[src/imhq_ram.sv]
// ---------------------------------------------------------------------------
// imhq_ram
// Generic single-write, dual-read RAM with registered read data.
// ---------------------------------------------------------------------------
module imhq_ram #(
	parameter int WIDTH = 8,
	parameter int DEPTH = 256
) (
	input  logic                     clk,
	input  logic                     we,
	input  logic [$clog2(DEPTH)-1:0] waddr,
	input  logic [WIDTH-1:0]         wdata,
	input  logic [$clog2(DEPTH)-1:0] raddr_a,
	output logic [WIDTH-1:0]         rdata_a,
	input  logic [$clog2(DEPTH)-1:0] raddr_b,
	output logic [WIDTH-1:0]         rdata_b
);

	logic [WIDTH-1:0] mem [DEPTH];

	always_ff @(posedge clk) begin
		if (we) begin
			mem[waddr] <= wdata;
		end
		rdata_a <= mem[raddr_a];
		rdata_b <= mem[raddr_b];
	end

endmodule

[config.mk]
export PLATFORM = sky130hd
export DESIGN_NAME = imhq_ram
export DESIGN_NICKNAME = d
export VERILOG_FILES = /design/src/imhq_ram.sv
export SDC_FILE = /design/constraint.sdc
export NUM_CORES = 2
export LEC_CHECK = 0
export BUFFER_PORTS_ARGS = -buffer_cell sky130_fd_sc_hd__buf_2
export CORE_MARGIN = 5
export CORE_UTILIZATION = 50
export DETAILED_ROUTE_END_ITERATION = 8
export PLACE_DENSITY = 0.65
export SLEW_MARGIN = 10
export SYNTH_ARGS = -nofsm -noshare
export SYNTH_HDL_FRONTEND = slang
export SYNTH_SLANG_ARGS = --single-unit
[constraint.sdc]
create_clock -name clk -period 2.73 [get_ports clk]
set_input_delay 0.273 -clock clk [delete_from_list [all_inputs] [get_ports clk]]
set_output_delay 0.273 -clock clk [all_outputs]
set_load 0.01 [all_outputs]
==> run_results.csv <==
group,metric,value,unit
global_routing,grt_max_degree,97,
clocking,cts.clk_slew.worst_paths,70,ps
floorplan,die_w,450,um
final_layout,syn_to_final_growth,17.5,%
sta,max_freq,367,MHz
sta,final_max_slew_viol_count,0,
power,total_power,70.6,mW
drt,post-route-drc-count,0,
drt,drt-total-wl,312,mm
yosys,async_flop_share,0,%
clocking,numCtsBuffers,208,
yosys,synth-seq-cells,2064,
clocking,insertion_delay,870,ps
job,maxCapViolCount,0,
clocking,cts-root-buf,"clkbuf_16",
floorplan,start_util,50.3,%
clocking,htreeDepth,4,
yosys,avgSynthCellArea,20.0,um2
sta,finalHoldViolCount,0,
critical_path,startpoint_type,"register",
sta,setup_viol,0,
floorplan,rows,161,
global_routing,track_usage,30.7,%
floorplan,core-area,193000,um2
floorplan,pin_count,50,
critical_path,critPathMaxFanout,2,
sta,finalClockSkew,33.8,ps
final_layout,drive_gt1_share,42.1,%
critical_path,cp-end-kind,"register",
drt,dr.pass1.iters,5,
sta,finalSetupTns,0,ps
yosys,synth_edf_count,2048,
clocking,clkSinkCount,2064,
global_routing,antenna_found_initial,27,
yosys,syn_inst,4847,
status,status,"finished clean",
yosys,synth.net_count,4881,
drt,postRouteAntennaNets,0,
power,vdd_drop_max,0.726,mV
placed_design,dpl_cell_area,107000,um2
global_routing,grt_pass1_vias,58200,
drt,drt_iter0_markers,8362,
clocking,clk_path_buf_depth,3,
drt,wl_per_cell,36.9,um
global_routing,grt_pass1_wl,441,mm
floorplan,die_area,203000,um2
final_layout,final_cell_mix,"2048 x edfxtp_1, 1051 x mux4_2, 876 x buf_4",
sta,post-route-min-period,2730,ps
placed_design,dp_hpwl,219,mm
placed_design,place_congestion,0.950,
placed_design,io_buffer_count,49,
final_layout,final_cell_area,114000,um2
power,static-leakage-power,37.6,nW
clocking,postCtsSetupBuffers,0,
floorplan,die_h,450,um
yosys,synth_cell_types,65,
yosys,synth_flop_cell,"edfxtp_1",
sta,grt_setup_unrepaired,"false",
final_layout,nets,5757,
yosys,netlist_area,97000,um2
global_routing,overflow,0,
sta,relSlewSlack,42.1,%
drt,vias,58300,
drt,via_per_inst,6.90,
critical_path,required,3470,ps
yosys,yosys_warnings,0,
critical_path,criticalPathCategory,"reg -> reg",
placed_design,dpl.cell_count,8030,
final_layout,final_common_cell,"edfxtp_1",
sta,fin_crit_sh,99.8,%
yosys,ys_seq_area_share,63.7,%
power,power_density,620,nW/um2
clocking,cts_tree,"done",
final_layout,final_cells,8443,
critical_path,cp.arrival,3460,ps
sta,tightestPinTransition,867,ps
hold_path,holdCritPathClass,"in -> reg",
==> worst paths after layout <==
kind,start,end,slack (ps),cells past startpoint
setup reg to reg,mem[31][1],rdata_a[1],4,8
setup / recovery,mem[31][1],rdata_a[1],4,8
hold reg to reg,mem[70][6],rdata_b[6],1150,5
hold / removal,wdata[7],mem[177][7],30,1
==> power by group <==
part / internal, mW / switching (mW)
logic: 3.01 / 3.93
registers: 34.9 / 0.137
clock network: 16.2 / 12.4
==> sequential cells by signal (all words and copies together) (netlist names) <==
register,flops
mem,2048
rdata_a,8
rdata_b,8
==> cell usage after synthesis (all sizes together), types with 6 or more instances <==
cell type	n	share of area, %
nand4	13	0.084
o211ai	13	0.10
o21ai	37	0.19
nand2b	11	0.071
or2	6	0.039
a22o	22	0.20
nor2b	27	0.17
o22ai	48	0.31
o31ai	11	0.085
and2	12	0.077
nand3	52	0.27
buf	258	2.2
mux4	1051	24
nand2	114	0.44
a221o	10	0.10
nor3b	7	0.054
a22oi	62	0.48
nor3	21	0.11
clkbuf	137	0.53
dfxtp	16	0.33
nor2	299	1.2
a21oi	79	0.41
mux2	38	0.44
a211o	6	0.054
a2bb2oi	9	0.081
o221ai	67	0.62
nor4	7	0.045
a211oi	28	0.22
a221oi	37	0.37
edfxtp	2048	63
nand3b	6	0.046
mux2i	236	2.4
==> final cells by class <==
cell class | count | area (um2)
fillers | 13800 | 78800
clock buffers | 257 | 5520
multi-input cells | 2382 | 32600
flip-flops and latches | 2064 | 61800
inverters | 6 | 26.3
clock inverters | 134 | 1250
repair buffers | 1061 | 9620
well taps | 2526 | 3160
diodes | 13 | 32.5
==> metal layers <==
layer  vias to the layer above  routed length, um  GRT usage (%)  share of wire (%)
li1                      22800                  -              -                  -
met1                     30800             116000           42.3                 37
met2                      3978             144000           47.0                 46
met3                       672              36300           7.68                 12
met4                        10              15700           13.3                5.0
met5                         -                175          0.426              0.056
==> critical path, cell delays in order, from the launching register on <==
cell and delay, ps:
edfxtp_1 390, mux4_2 530, mux4_2 600, a22oi_1 300, nand3_1 120, buf_4 200, o31ai_1 160, buf_4 250
a211oi_1 40
==> logic make-up (layout without fill, tap and decap cells) <==
logic type	Yosys count	in the layout	synth area share, %
and+or+nand+nor	591	591	2.70
buffers and inverters	401	1458	2.73
AOI/OAI and AO/OA	466	466	3.54
muxes	1325	1325	27.3
DFF	2064	2064	63.7
other	0	13	0
==> what timing repair did <==
| action | CTS | global route |
|---|---|---|
| resized for setup | 6 | 1 |
| hold endpoints to repair | 209 | 0 |
| endpoints found under the setup margin | 4 | 1 |
| hold buffers | 9 | 0 |
==> through the flow <==
step           util (%)  setup WS, ps  hold WS (ps)
6_report           59.1          4.38          27.7
5_1_grt            59.1          8.00          37.5
4_1_cts            59.1          1.33          10.0
3_5_place_dp       55.5         -1110           676
3_3_place_gp       55.5         -1040           673
2_1_floorplan         -           416           372
No activity file was read; power rests on OpenSTA's default activity.
